## config.mk

```make
export PLATFORM = sky130hd
export DESIGN_NAME = sorted_alarm_deadline_queue
export DESIGN_NICKNAME = d
export VERILOG_FILES = /design/src/rtl/sadq_pkg.sv /design/src/rtl/sadq_ram.sv /design/src/rtl/sadq_ctrl.sv /design/src/rtl/sadq_dp.sv /design/src/rtl/sorted_alarm_deadline_queue.sv
export SDC_FILE = /design/constraint.sdc
export NUM_CORES = 2
export LEC_CHECK = 0
export ABC_AREA = 0
export BUFFER_PORTS_ARGS = -buffer_cell sky130_fd_sc_hd__buf_2
export CORE_MARGIN = 4
export CORE_UTILIZATION = 28
export CTS_BUF_LIST = sky130_fd_sc_hd__clkbuf_8 sky130_fd_sc_hd__clkbuf_16
export DETAILED_ROUTE_END_ITERATION = 12
export PLACE_DENSITY = 0.53
export REMOVE_ABC_BUFFERS = 1
export SKIP_LAST_GASP = 1
export SYNTH_ARGS = -nofsm -noshare
export SYNTH_HDL_FRONTEND = slang
export SYNTH_SLANG_ARGS = --single-unit
export TNS_END_PERCENT = 100
```

## constraint.sdc

```tcl
create_clock -name clk -period 28.4 [get_ports clk]
set_clock_uncertainty 0.15 [all_clocks]
set_input_delay 2.84 -clock clk [delete_from_list [all_inputs] [get_ports clk]]
set_output_delay 2.84 -clock clk [all_outputs]
set_load 0.005 [all_outputs]
```

## src/rtl/sadq_pkg.sv

```systemverilog
`default_nettype none
// ----------------------------------------------------------------------------
// sadq_pkg
// shared types, constants and helpers of the sorted alarm deadline queue
// ----------------------------------------------------------------------------
package sadq_pkg;

	localparam int QUEUE_DEPTH = 16;
	localparam int IDX_W       = $clog2(QUEUE_DEPTH);
	localparam int CNT_W       = $clog2(QUEUE_DEPTH + 1);

	localparam int TIME_W   = 64;
	localparam int ID_W     = 8;
	localparam int PERIOD_W = 32;
	localparam int DATA_W   = 32;
	localparam int ADDR_W   = 3;
	localparam int REG_W    = 1;

	localparam logic [PERIOD_W-1:0] PERIOD_RESET = 32'd100000;

	// register index inside the config space
	localparam logic [REG_W-1:0] REG_FALLBACK_PERIOD = 1'b0;

	typedef enum logic [1:0] {
		OP_SLEEP  = 2'd0,
		OP_TICK   = 2'd1,
		OP_INIT   = 2'd2,
		OP_IGNORE = 2'd3
	} op_t;

	typedef enum logic [2:0] {
		KIND_QUEUED  = 3'd0,
		KIND_EXPIRED = 3'd1,
		KIND_FULL    = 3'd2,
		KIND_WOKEN   = 3'd3,
		KIND_COMPARE = 3'd4
	} kind_t;

	typedef struct packed {
		logic [TIME_W-1:0] deadline;
		logic [ID_W-1:0]   owner;
	} entry_t;

	localparam int ENTRY_W = $bits(entry_t);

	// controller to datapath
	typedef struct packed {
		logic  load_in;
		logic  calc;
		logic  idx_load;
		logic  rd;
		logic  rd_head;
		logic  shift_wr;
		logic  put_wr;
		logic  pop;
		logic  emit;
		kind_t emit_kind;
		logic  cmp_head;
	} dp_cmd_t;

	// datapath to controller
	typedef struct packed {
		op_t  op;
		logic past;
		logic full;
		logic occ_zero;
		logic idx_zero;
		logic greater;
		logic due;
		logic out_free;
	} dp_sts_t;

	function automatic logic [TIME_W-1:0] min_time(input logic [TIME_W-1:0] a,
		input logic [TIME_W-1:0] b);
		return (a < b) ? a : b;
	endfunction

	// logical queue position to ram address in the ring
	function automatic logic [IDX_W-1:0] phys_idx(input logic [IDX_W-1:0] head,
		input logic [CNT_W-1:0] lidx);
		logic [CNT_W:0] sum;
		sum = {{(CNT_W + 1 - IDX_W){1'b0}}, head} + {1'b0, lidx};
		if (sum >= (CNT_W + 1)'(QUEUE_DEPTH)) begin
			sum = sum - (CNT_W + 1)'(QUEUE_DEPTH);
		end
		return sum[IDX_W-1:0];
	endfunction

endpackage
`default_nettype wire

```

## src/rtl/sadq_ram.sv

```systemverilog
`default_nettype none
// ----------------------------------------------------------------------------
// sadq_ram
// generic single write, single read ram with registered read data
// ----------------------------------------------------------------------------
module sadq_ram #(
	parameter int WIDTH = 8,
	parameter int DEPTH = 16
) (
	input  wire logic                     clk,
	input  wire logic                     we,
	input  wire logic [$clog2(DEPTH)-1:0] waddr,
	input  wire logic [WIDTH-1:0]         wdata,
	input  wire logic                     re,
	input  wire logic [$clog2(DEPTH)-1:0] raddr,
	output logic      [WIDTH-1:0]         rdata
);

	logic [WIDTH-1:0] mem_q [DEPTH];

	always_ff @(posedge clk) begin
		if (we) begin
			mem_q[waddr] <= wdata;
		end
		if (re) begin
			rdata <= mem_q[raddr];
		end
	end

endmodule
`default_nettype wire

```

## src/rtl/sadq_ctrl.sv

```systemverilog
`default_nettype none
// ----------------------------------------------------------------------------
// sadq_ctrl
// sequencer for sleep insertion, tick pops and compare updates
// ----------------------------------------------------------------------------
module sadq_ctrl (
	input  wire logic             clk,
	input  wire logic             arst_n,
	input  wire logic             in_valid,
	output logic                  in_ready,
	input  wire sadq_pkg::dp_sts_t sts,
	output sadq_pkg::dp_cmd_t     cmd
);

	typedef enum logic [3:0] {
		S_IDLE,
		S_CALC,
		S_DISPATCH,
		S_INS_RD,
		S_INS_CMP,
		S_INS_PUT,
		S_TICK_RD,
		S_TICK_CMP
	} state_t;

	state_t state_q;
	state_t state_nxt;

	always_ff @(posedge clk or negedge arst_n) begin
		if (!arst_n) begin
			state_q <= S_IDLE;
		end else begin
			state_q <= state_nxt;
		end
	end

	assign in_ready = (state_q == S_IDLE);

	always_comb begin
		state_nxt     = state_q;
		cmd           = '0;
		cmd.emit_kind = sadq_pkg::KIND_COMPARE;
		unique case (state_q)
			S_IDLE: begin
				if (in_valid) begin
					cmd.load_in = 1'b1;
					state_nxt   = S_CALC;
				end
			end
			S_CALC: begin
				cmd.calc  = 1'b1;
				state_nxt = S_DISPATCH;
			end
			S_DISPATCH: begin
				unique case (sts.op)
					sadq_pkg::OP_SLEEP: begin
						if (sts.past) begin
							if (sts.out_free) begin
								cmd.emit      = 1'b1;
								cmd.emit_kind = sadq_pkg::KIND_EXPIRED;
								state_nxt     = S_IDLE;
							end
						end else if (sts.full) begin
							if (sts.out_free) begin
								cmd.emit      = 1'b1;
								cmd.emit_kind = sadq_pkg::KIND_FULL;
								state_nxt     = S_IDLE;
							end
						end else begin
							cmd.idx_load = 1'b1;
							state_nxt    = S_INS_RD;
						end
					end
					sadq_pkg::OP_TICK: begin
						state_nxt = S_TICK_RD;
					end
					sadq_pkg::OP_INIT: begin
						if (sts.out_free) begin
							cmd.emit      = 1'b1;
							cmd.emit_kind = sadq_pkg::KIND_COMPARE;
							state_nxt     = S_IDLE;
						end
					end
					default: begin
						state_nxt = S_IDLE;
					end
				endcase
			end
			S_INS_RD: begin
				if (sts.idx_zero) begin
					state_nxt = S_INS_PUT;
				end else begin
					cmd.rd    = 1'b1;
					state_nxt = S_INS_CMP;
				end
			end
			S_INS_CMP: begin
				// later deadlines move one slot back, equal ones stay ahead
				if (sts.greater) begin
					cmd.shift_wr = 1'b1;
					state_nxt    = S_INS_RD;
				end else begin
					state_nxt = S_INS_PUT;
				end
			end
			S_INS_PUT: begin
				if (sts.out_free) begin
					cmd.put_wr    = 1'b1;
					cmd.emit      = 1'b1;
					cmd.emit_kind = sadq_pkg::KIND_QUEUED;
					state_nxt     = S_IDLE;
				end
			end
			S_TICK_RD: begin
				if (sts.occ_zero) begin
					if (sts.out_free) begin
						cmd.emit      = 1'b1;
						cmd.emit_kind = sadq_pkg::KIND_COMPARE;
						state_nxt     = S_IDLE;
					end
				end else begin
					cmd.rd      = 1'b1;
					cmd.rd_head = 1'b1;
					state_nxt   = S_TICK_CMP;
				end
			end
			S_TICK_CMP: begin
				if (sts.out_free) begin
					cmd.emit = 1'b1;
					if (sts.due) begin
						cmd.emit_kind = sadq_pkg::KIND_WOKEN;
						cmd.pop       = 1'b1;
						state_nxt     = S_TICK_RD;
					end else begin
						cmd.emit_kind = sadq_pkg::KIND_COMPARE;
						cmd.cmp_head  = 1'b1;
						state_nxt     = S_IDLE;
					end
				end
			end
			default: begin
				state_nxt = S_IDLE;
			end
		endcase
	end

endmodule
`default_nettype wire

```

## src/rtl/sadq_dp.sv

```systemverilog
`default_nettype none
// ----------------------------------------------------------------------------
// sadq_dp
// input capture, wake time arithmetic, ring buffer and result register
// ----------------------------------------------------------------------------
module sadq_dp (
	input  wire logic                           clk,
	input  wire logic                           arst_n,
	input  wire sadq_pkg::dp_cmd_t              cmd,
	output sadq_pkg::dp_sts_t                   sts,
	input  wire logic [sadq_pkg::PERIOD_W-1:0]  period,
	input  wire logic [1:0]                     operation,
	input  wire logic [sadq_pkg::ID_W-1:0]      alarm_id,
	input  wire logic [sadq_pkg::TIME_W-1:0]    start_time,
	input  wire logic [sadq_pkg::TIME_W-1:0]    delay,
	input  wire logic [sadq_pkg::TIME_W-1:0]    now,
	output logic                                out_valid,
	input  wire logic                           out_ready,
	output logic      [2:0]                     kind,
	output logic      [sadq_pkg::ID_W-1:0]      alarm_id_res,
	output logic      [sadq_pkg::TIME_W-1:0]    wake_time,
	output logic                                compare_write,
	output logic      [sadq_pkg::TIME_W-1:0]    compare_value,
	output logic                                last
);

	logic [1:0]                    op_q;
	logic [sadq_pkg::ID_W-1:0]     id_q;
	logic [sadq_pkg::TIME_W-1:0]   start_q;
	logic [sadq_pkg::TIME_W-1:0]   delay_q;
	logic [sadq_pkg::TIME_W-1:0]   now_q;
	logic [sadq_pkg::TIME_W-1:0]   wake_q;
	logic [sadq_pkg::TIME_W-1:0]   horizon_q;
	logic [sadq_pkg::IDX_W-1:0]    head_q;
	logic [sadq_pkg::CNT_W-1:0]    occ_q;
	logic [sadq_pkg::CNT_W-1:0]    idx_q;

	logic [sadq_pkg::TIME_W:0]     sum_wide;
	logic [sadq_pkg::CNT_W-1:0]    idx_m1;
	logic [sadq_pkg::IDX_W-1:0]    slot_addr;
	logic [sadq_pkg::IDX_W-1:0]    raddr;
	logic [sadq_pkg::ENTRY_W-1:0]  wdata;
	logic [sadq_pkg::ENTRY_W-1:0]  rdata;
	sadq_pkg::entry_t              rd_entry;
	sadq_pkg::entry_t              new_entry;
	logic                          we;

	logic                          out_valid_q;
	logic [2:0]                    kind_q;
	logic [sadq_pkg::ID_W-1:0]     id_res_q;
	logic [sadq_pkg::TIME_W-1:0]   wake_res_q;
	logic                          cw_q;
	logic [sadq_pkg::TIME_W-1:0]   cv_q;
	logic                          last_q;

	logic [sadq_pkg::ID_W-1:0]     id_nxt;
	logic [sadq_pkg::TIME_W-1:0]   wake_nxt;
	logic                          cw_nxt;
	logic [sadq_pkg::TIME_W-1:0]   cv_nxt;
	logic                          last_nxt;

	// input capture, payload only
	always_ff @(posedge clk) begin
		if (cmd.load_in) begin
			op_q    <= operation;
			id_q    <= alarm_id;
			start_q <= start_time;
			delay_q <= delay;
			now_q   <= now;
		end
		if (cmd.calc) begin
			wake_q    <= sum_wide[sadq_pkg::TIME_W] ? '1 : sum_wide[sadq_pkg::TIME_W-1:0];
			horizon_q <= now_q + {{(sadq_pkg::TIME_W - sadq_pkg::PERIOD_W){1'b0}}, period};
		end
	end

	assign sum_wide = {1'b0, start_q} + {1'b0, delay_q};

	// ring pointers
	always_ff @(posedge clk or negedge arst_n) begin
		if (!arst_n) begin
			head_q <= '0;
			occ_q  <= '0;
			idx_q  <= '0;
		end else begin
			if (cmd.idx_load) begin
				idx_q <= occ_q;
			end else if (cmd.shift_wr) begin
				idx_q <= idx_m1;
			end
			if (cmd.put_wr) begin
				occ_q <= occ_q + sadq_pkg::CNT_W'(1);
			end else if (cmd.pop) begin
				occ_q  <= occ_q - sadq_pkg::CNT_W'(1);
				head_q <= (head_q == sadq_pkg::IDX_W'(sadq_pkg::QUEUE_DEPTH - 1)) ?
					'0 : head_q + sadq_pkg::IDX_W'(1);
			end
		end
	end

	assign idx_m1    = idx_q - sadq_pkg::CNT_W'(1);
	assign slot_addr = sadq_pkg::phys_idx(head_q, idx_q);
	assign raddr     = cmd.rd_head ? head_q : sadq_pkg::phys_idx(head_q, idx_m1);

	assign new_entry.deadline = wake_q;
	assign new_entry.owner    = id_q;
	assign rd_entry           = sadq_pkg::entry_t'(rdata);
	assign we                 = cmd.shift_wr | cmd.put_wr;
	assign wdata              = cmd.put_wr ? new_entry : rdata;

	sadq_ram #(
		.WIDTH(sadq_pkg::ENTRY_W),
		.DEPTH(sadq_pkg::QUEUE_DEPTH)
	) u_ram (
		.clk   (clk),
		.we    (we),
		.waddr (slot_addr),
		.wdata (wdata),
		.re    (cmd.rd),
		.raddr (raddr),
		.rdata (rdata)
	);

	// status
	assign sts.op       = sadq_pkg::op_t'(op_q);
	assign sts.past     = wake_q < now_q;
	assign sts.full     = occ_q >= sadq_pkg::CNT_W'(sadq_pkg::QUEUE_DEPTH);
	assign sts.occ_zero = (occ_q == '0);
	assign sts.idx_zero = (idx_q == '0);
	assign sts.greater  = rd_entry.deadline > wake_q;
	assign sts.due      = rd_entry.deadline <= now_q;
	assign sts.out_free = !out_valid_q || out_ready;

	// result fields
	always_comb begin
		id_nxt   = id_q;
		wake_nxt = wake_q;
		cw_nxt   = 1'b0;
		cv_nxt   = '0;
		last_nxt = 1'b1;
		case (cmd.emit_kind) inside
			sadq_pkg::KIND_QUEUED: begin
				cw_nxt = (idx_q == '0);
				cv_nxt = (idx_q == '0) ? sadq_pkg::min_time(wake_q, horizon_q) : '0;
			end
			sadq_pkg::KIND_EXPIRED, sadq_pkg::KIND_FULL: begin
				cw_nxt = 1'b0;
			end
			sadq_pkg::KIND_WOKEN: begin
				id_nxt   = rd_entry.owner;
				wake_nxt = rd_entry.deadline;
				last_nxt = 1'b0;
			end
			sadq_pkg::KIND_COMPARE: begin
				id_nxt   = '0;
				wake_nxt = '0;
				cw_nxt   = 1'b1;
				cv_nxt   = cmd.cmp_head ?
					sadq_pkg::min_time(rd_entry.deadline, horizon_q) : horizon_q;
			end
			default: begin
				last_nxt = 1'b1;
			end
		endcase
	end

	always_ff @(posedge clk or negedge arst_n) begin
		if (!arst_n) begin
			out_valid_q <= 1'b0;
		end else if (cmd.emit) begin
			out_valid_q <= 1'b1;
		end else if (out_ready) begin
			out_valid_q <= 1'b0;
		end
	end

	always_ff @(posedge clk) begin
		if (cmd.emit) begin
			kind_q     <= cmd.emit_kind;
			id_res_q   <= id_nxt;
			wake_res_q <= wake_nxt;
			cw_q       <= cw_nxt;
			cv_q       <= cv_nxt;
			last_q     <= last_nxt;
		end
	end

	assign out_valid     = out_valid_q;
	assign kind          = kind_q;
	assign alarm_id_res  = id_res_q;
	assign wake_time     = wake_res_q;
	assign compare_write = cw_q;
	assign compare_value = cv_q;
	assign last          = last_q;

endmodule
`default_nettype wire

```

## src/rtl/sorted_alarm_deadline_queue.sv

```systemverilog
`default_nettype none
// ----------------------------------------------------------------------------
// sorted_alarm_deadline_queue
// sequence from input accept to first result valid: the request is captured,
//   then wake time and horizon are computed; init and a rejected sleep
//   (expired or full) then load their result; a queued sleep first moves
//   each later entry back, reading from the tail, then loads its result
// tick: p woken beats, then the compare beat; output stalls delay every beat
// one item is handled at a time, set by the walk through the ram; the next
//   item is taken the cycle after its last beat is loaded
// reset: arst_n clears the queue count, ring head, sequencer and output
//   valid; entry storage is not cleared; fallback period returns to 100000
// ----------------------------------------------------------------------------
// The pending alarms sit in a ring buffer ram kept sorted earliest first.
// A sleep request walks from the tail toward the head, one slot per step
// (read, then compare and move back), and drops the new alarm into
// the hole. A tick pops from the head while the head is due. Results leave
// through a single output register so the next item can be taken while
// the last beat still waits.
// ----------------------------------------------------------------------------
module sorted_alarm_deadline_queue (
	input  wire logic                           clk,
	input  wire logic                           arst_n,

	// input channel
	input  wire logic                           in_valid,
	output logic                                in_ready,
	input  wire logic [1:0]                     operation,
	input  wire logic [sadq_pkg::ID_W-1:0]      alarm_id,
	input  wire logic [sadq_pkg::TIME_W-1:0]    start_time,
	input  wire logic [sadq_pkg::TIME_W-1:0]    delay,
	input  wire logic [sadq_pkg::TIME_W-1:0]    now,

	// result channel
	output logic                                out_valid,
	input  wire logic                           out_ready,
	output logic      [2:0]                     kind,
	output logic      [sadq_pkg::ID_W-1:0]      alarm_id_res,
	output logic      [sadq_pkg::TIME_W-1:0]    wake_time,
	output logic                                compare_write,
	output logic      [sadq_pkg::TIME_W-1:0]    compare_value,
	output logic                                last,

	// config port
	input  wire logic                           psel,
	input  wire logic                           penable,
	input  wire logic                           pwrite,
	input  wire logic [sadq_pkg::ADDR_W-1:0]    paddr,
	input  wire logic [sadq_pkg::DATA_W-1:0]    pwdata,
	output logic      [sadq_pkg::DATA_W-1:0]    prdata,
	output logic                                pready
);

	logic [sadq_pkg::PERIOD_W-1:0] period_q;
	logic [sadq_pkg::REG_W-1:0]    reg_sel;
	logic                          wr_en;
	sadq_pkg::dp_cmd_t             cmd;
	sadq_pkg::dp_sts_t             sts;

	// register file: word index taken above the byte offset
	assign reg_sel = paddr[sadq_pkg::ADDR_W-1:2];
	assign pready  = 1'b1;
	assign wr_en   = psel && penable && pwrite;

	always_ff @(posedge clk or negedge arst_n) begin
		if (!arst_n) begin
			period_q <= sadq_pkg::PERIOD_RESET;
		end else if (wr_en && (reg_sel == sadq_pkg::REG_FALLBACK_PERIOD)) begin
			period_q <= pwdata[sadq_pkg::PERIOD_W-1:0];
		end
	end

	always_comb begin
		unique case (reg_sel)
			sadq_pkg::REG_FALLBACK_PERIOD: prdata = period_q;
			default:                       prdata = '0;
		endcase
	end

	// sequencer
	sadq_ctrl u_ctrl (
		.clk      (clk),
		.arst_n   (arst_n),
		.in_valid (in_valid),
		.in_ready (in_ready),
		.sts      (sts),
		.cmd      (cmd)
	);

	// queue storage, arithmetic and output register
	sadq_dp u_dp (
		.clk           (clk),
		.arst_n        (arst_n),
		.cmd           (cmd),
		.sts           (sts),
		.period        (period_q),
		.operation     (operation),
		.alarm_id      (alarm_id),
		.start_time    (start_time),
		.delay         (delay),
		.now           (now),
		.out_valid     (out_valid),
		.out_ready     (out_ready),
		.kind          (kind),
		.alarm_id_res  (alarm_id_res),
		.wake_time     (wake_time),
		.compare_write (compare_write),
		.compare_value (compare_value),
		.last          (last)
	);

endmodule
`default_nettype wire

```

# Word-level counts from Yosys, hierarchy flattened
# Memory sizes are Yosys's and may differ from the RTL's. A register that Yosys moved wholly into a read port is not among the register bits.
# Index checks and enable logic that the tools add are counted.
[totals] ff_bits=522 mem_bits_rw=1152 input_bits=244 output_inout_bits=176 elab_cells=150 n_memories=1
[classes] n_addsub=10 magnitude_cmp=8 eq_ne=16 mux=76 n_bitwise=3 reduce_logical=17
[mem_list] name="u_dp.u_ram.mem_q" words=16 width=72 rd=1 rd_clocked_by_memory_dff=1 wr=1 line_no="sadq_ram.sv:19" rtl="logic [WIDTH-1:0] mem_q [DEPTH];"
[ops] operator="$mux W64" count=12
[ops] operator="$lt A64 B64 Y1" count=3
[ops] operator="$mux W72" count=1
[ops] operator="$mux W4" count=17
[ops] operator="$add A64 B64 Y65" count=1
[ops] operator="$add A64 B32 Y64" count=1
[ops] operator="$gt A64 B64 Y1" count=1
[ops] operator="$le A64 B64 Y1" count=1
[ops] operator="$mux W32" count=1
[ops] operator="$mux W8" count=4
[ops] operator="$pmux W4 S8" count=1
[ops] operator="$mux W1" count=27
[ops] operator="$mux W5" count=4
[ops] operator="$eq A4 B3 Y1 const B" count=4
[ops] operator="$pmux W4 S4" count=1
[ops] operator="$add A4 B5 Y6" count=2
[ops] operator="$ge A6 B5 Y1 const B" count=2
[ops] operator="$pmux W4 S3" count=1
[ops] operator="$logic_not A5 Y1" count=2
[ops] operator="$sub A5 B1 Y5 const B" count=2
[ops] operator="$mux W3" count=3
[ops] operator="$eq A4 B2 Y1 const B" count=2
[ops] operator="$pmux W4 S2" count=1
[ops] operator="$sub A4 B1 Y4 const B" count=2
[ops] operator="26 further kinds" count=34

# Depth between registers and ports, before layout
[depth] depth_word=12 depth_mapped=14 depth_no_buf=12

# Hierarchy
# A second synthesis with hierarchy kept.
[hier_totals] hier_cells=4893 hier_area_um2=79102.1
[by_module_without_submodules] module="sadq_ram" instances=1 cells_each=1850 area_each_um2=45270.9 seq_area_each_um2=36755.3
[by_module_without_submodules] module="sadq_dp" instances=1 cells_each=2864 area_each_um2=31732.9 seq_area_each_um2=14518.9
[by_module_without_submodules] module="sorted_alarm_deadline_queue" instances=1 cells_each=105 area_each_um2=1561.5 seq_area_each_um2=808.3
[by_module_without_submodules] module="sadq_ctrl" instances=1 cells_each=74 area_each_um2=536.8 seq_area_each_um2=100.1

# Worst setup path before layout
# OpenSTA, ideal clock, no wires.
[synth_path] kind="input -> register" startpoint="input port out_ready" endpoint="register u_dp.id_res_q (netlist bit u_dp.alarm_id_res[0]) (enable)" setup_ns=0.855 arrival_ns=13.661 required_ns=27.395 setup_slack_ns=13.733 cell_stages=3 path_buffers=0 path_cell_list="nand2b_1 > nand3_1 > o32ai_1"
[synth_lines] element="start: declaration" line_no="sorted_alarm_deadline_queue.sv:36" rtl="input wire logic out_ready,"
[synth_lines] element="end signal: assignment" line_no="sadq_dp.sv:180" rtl="id_res_q <= id_nxt;"
[synth_lines] element="end: declaration" line_no="sadq_dp.sv:50" rtl="logic [sadq_pkg::ID_W-1:0] id_res_q;"

# Worst setup path after layout
[layout_path] startpoint="register u_dp.u_ram.rdata[15], read port of u_dp.u_ram.mem_q" endpoint="register u_dp.wake_res_q (netlist bit u_dp.wake_time[18]), data pin"
[layout_via] elab_chain_cells=9 word_cells_on_any_way=14 classes_between="order compare: 1; eq/ne: 4; mux: 7; reduce/logical: 2"
[layout_lines] element="start: declaration" line_no="sadq_ram.sv:16" rtl="output logic [WIDTH-1:0] rdata"
[layout_lines] element="$le A64 B64 Y1 *" line_no="sadq_dp.sv:131" rtl="assign sts.due = rd_entry.deadline <= now_q;"
[layout_lines] element="$mux W3 *" line_no="sadq_ctrl.sv:130" rtl="if (sts.due) begin"
[layout_lines] element="$mux W6 *" line_no="sadq_ctrl.sv:128" rtl="if (sts.out_free) begin"
[layout_lines] element="$pmux W4 S4 *" line_no="sadq_ctrl.sv:43" rtl="unique case (state_q)"
[layout_lines] element="$eq A3 B3 Y1 (no source line)"
[layout_lines] element="$mux W64 (3 in series)" line_no="sadq_dp.sv:141" rtl="case (cmd.emit_kind) inside"
[layout_lines] element="$mux W64 *" line_no="sadq_dp.sv:141"
[layout_lines] element="via u_dp.wake_nxt (one bit)" line_no="sadq_dp.sv:57" rtl="logic [sadq_pkg::TIME_W-1:0] wake_nxt;"
[layout_lines] element="end signal: assignment" line_no="sadq_dp.sv:181" rtl="wake_res_q <= wake_nxt;"
[layout_lines] element="end: declaration" line_no="sadq_dp.sv:51" rtl="logic [sadq_pkg::TIME_W-1:0] wake_res_q;"
# Mark *: on every way through the listed nets, which the timed path passes. The rest lies on a longest branch.
# A chain may end at the register's enable or synchronous reset.

==> results by group <==
Clock network
  – Clock-pin slew on the worst setup and hold paths: approximately 70 ps
  – Post-CTS Setup Bufs: 0
  – CTS tree: yes
  – CTS root buffer: clkbuf_16
  – Clock net sink count: roughly 1,700
  – Hold_buf cts: 0
  – Num CTS Buffers: 184
  – CTS resizes: 0
  – Max clock buf depth: 4
  – Skew-Pair Late Insertion Delay: roughly 860 ps
  – H-tree depth: 4

Floorplan
  – Core footprint: 291,100 um2
  – Die width: 549.1 um
  – Die Span Y: approximately 550 um
  – Initial core utilization: between 20% and 30%
  – Full die area: 301,500 um2
  – Core Rows: slightly below 200
  – IO Pins: 420

Pwr
  – LEAKAGE: ~34 nW
  – Tot Pwr: roughly 8.5 mW
  – Max VDD drop: roughly 0.00019 V
  – Pwr dens: between 80 and 90 nW/um2

STA
  – Fin. max-slew vios: 0
  – Unrepaired setup endpoints after global routing: no
  – F_max: 139.0 MHz
  – Worst relative slew slack: 13.08%
  – Slew @ Worst Pin: approximately 1300 ps
  – Setup TNS: 0 ps
  – Post-route minimum period: about 7200 ps
  – Final setup vio count: 0
  – Final worst setup slack: ~21,000 ps
  – Hold Vio Cnt, Final: 0
  – Final hold slack: 394.4 ps
  – Final period utilization: 25.34%

Setup path
  – CP Launch Type: flip-flop
  – Worst EP required: 28,720 ps
  – Critical Path End Type: flip-flop
  – WS Path Type: reg2reg
  – Crit Path Max Fanout: 40
  – CP arrival: 7520 ps

Synth
  – Post-synth EDFFs: ~1,700
  – Post-Syn Area per Cell: 14.80 um2
  – Top cell type's share of synthesized area: about 62%
  – Post-synthesis cell type count: 90
  – Ys Warns: 0
  – Ys async rst share: under 10%
  – Largest area contributor in the netlist: edfxtp_1
  – Register area share after synthesis: between 60% and 70%
  – Synthesized cell area: roughly 82,000 um2
  – Gate Count Post-Synth: about 5,500
  – Top_reg_cell synth: edfxtp_1
  – Dominant cells by area after synthesis: edfxtp_1 62%, mux4_2 7.9%, ha_1 6.5%
  – Synthesis-stage register bit count: 1,746

Layout
  – Layout Area Growth over Synthesis: 16.12%
  – Share of cells above drive strength 1: 19.87%
  – Final Instance Area: between 90,000 and 100,000 um2
  – Nets: 6,712
  – Layout fillers: about 28,000

Routing
  – Routed WL: 256,600 um
  – Via count: around 51,000
  – Drt drc: 0
  – WL/cell: approximately 25 um
  – Detailed Routing Iterations Pass 1: 5
  – Post-route ant nets: 0
  – DRT iter0 DRCs: 4,637
  – Via density: around 5.1

GRT
  – Vias in the first global route: 51,050
  – Initial antenna violation count: 19
  – Total GRT Usage: between 10% and 20%
  – First-pass GRT wire length: roughly 370,000 um
  – Pin count of the biggest net entering global routing: 145
  – Gr ovfl total: 0

Place
  – Place WS: between 20,000 and 25,000 ps
  – RD Place Congestion: 0.8847
  – Final HPWL DP: about 170,000 um
  – Placed Area: a little under 90,000 um2
  – # port buffers: about 420

Min path
  – Hold crit path type: reg2reg

Status
  – Status: finished clean

Run
  – Max Cap Viol: 0
## sequential cells by signal, indices dropped and copies added, names as in the netlist, 32 cells and up
signal and flops:
period_q 32, u_dp.compare_value 64, u_dp.delay_q 64, u_dp.horizon_q 64, u_dp.now_q 64, u_dp.start_q 64
u_dp.u_ram.mem_q 1152, u_dp.u_ram.rdata 72, u_dp.wake_q 64, u_dp.wake_time 64
## per-stage QoR
stage,utilization (%),cells
finish,32.70,10080
global route,32.70,10080
CTS,32.70,10080
detailed placement,30.69,9753
global placement,30.69,9753
floorplan,-,5276
## cell type report
class	instances	area, um2	area share, %
antenna	2	5.005	0.005258
multi-input combinational	3296	28040	29.46
timing repair buffer	577	3353	3.523
tap	3900	4880	5.127
clock buffer	190	4721	4.960
clock inverter	133	1109	1.165
sequential	1746	52180	54.83
inverter	234	885.9	0.9307
## kinds of logic (layout without fill, tap and decap cells)
family / after synthesis / in the layout / share of synthesized area [%]
flip-flops: 1746 / 1746 / 63.66
AND/OR/NAND/NOR: 1144 / 1144 / 6.483
AO/OA/AOI/OAI: 1129 / 1129 / 9.269
buffers and inverters: 496 / 1134 / 2.493
multiplexers: 464 / 464 / 10.12
adder cells (fa/ha/maj): 429 / 429 / 6.594
XOR/XNOR: 128 / 128 / 1.368
other: 2 / 4 / 0.009162
## Yosys cell counts (10+ instances only)
| master | count |
|---|---|
| buf_6 | 12 |
| o21bai_1 | 20 |
| inv_1 | 232 |
| buf_1 | 15 |
| nor4_1 | 18 |
| xor2_1 | 41 |
| nor2_1 | 180 |
| o31ai_1 | 74 |
| a31oi_1 | 16 |
| o21a_1 | 15 |
| o21ai_0 | 167 |
| buf_2 | 49 |
| and3_1 | 17 |
| a21oi_1 | 279 |
| nand2b_1 | 26 |
| dfrtp_1 | 45 |
| a211oi_1 | 89 |
| a21o_1 | 155 |
| nand3_1 | 52 |
| or3_1 | 10 |
| mux2i_1 | 138 |
| mux2_2 | 37 |
| clkbuf_1 | 178 |
| ha_1 | 424 |
| and4_1 | 11 |
| o221ai_1 | 66 |
| nor3_1 | 45 |
| o211ai_1 | 24 |
| mux4_2 | 288 |
| edfxtp_1 | 1695 |
| nand2_1 | 538 |
| a311oi_1 | 66 |
| nand4_1 | 79 |
| xnor2_1 | 87 |
| nor2b_1 | 128 |
| o22ai_1 | 65 |
## routing by layer
metal / global-route usage [%] / vias to the layer above / share of wire (%)
met2: 26.97 / 1836 / 47
met4: 3.421 / 14 / 2.1
met3: 2.744 / 342 / 6.1
met1: 22.92 / 26390 / 44
met5: 0 / - / 0.031
li1: - / 22800 / -
## critical path, cell delays in order (launching register included)
cell and delay (ps):
edfxtp_1 540, ha_1 400, a21oi_1 190, o21ai_0 140
a21oi_1 220, o211ai_1 440, a2111oi_0 1150, nand2_1 500
a31o_2 390, nor2_4 720, inv_6 430, buf_4 500
o31ai_1 950
## worst paths after layout
check | cells past startpoint | slack, ps | from | endpoint
max | 12 | 21200 | u_dp.u_ram.rdata[15] | u_dp.wake_time[18]
min in group asynchronous | 2 | 2080 | arst_n | period_q[19]
min | 1 | 390 | period_q[1] | period_q[1]
min reg2reg | 1 | 390 | period_q[1] | period_q[1]
max in group asynchronous | 2 | 25370 | arst_n | period_q[22]
max reg2reg | 12 | 21200 | u_dp.u_ram.rdata[15] | u_dp.wake_time[18]
## power breakdown
group          internal, mW  switching [mW]  total (mW)
sequential             3.06           0.118        3.18
combinational          1.24            1.69        2.93
clock                  1.36            1.02        2.38
## cells in the final DEF (no fill, tap or decap), types with 156 or more instances in the layout
master,synthesis,layout
nand2_1,538,538
inv_1,232,265
nor2_1,180,162
a21oi_1,279,277
mux4_2,288,288
edfxtp_1,1695,1695
buf_4,8,156
clkbuf_16,0,187
ha_1,424,424
o21ai_0,167,159
buf_2,49,416
Note: power is estimated with default switching activity, not from simulation.
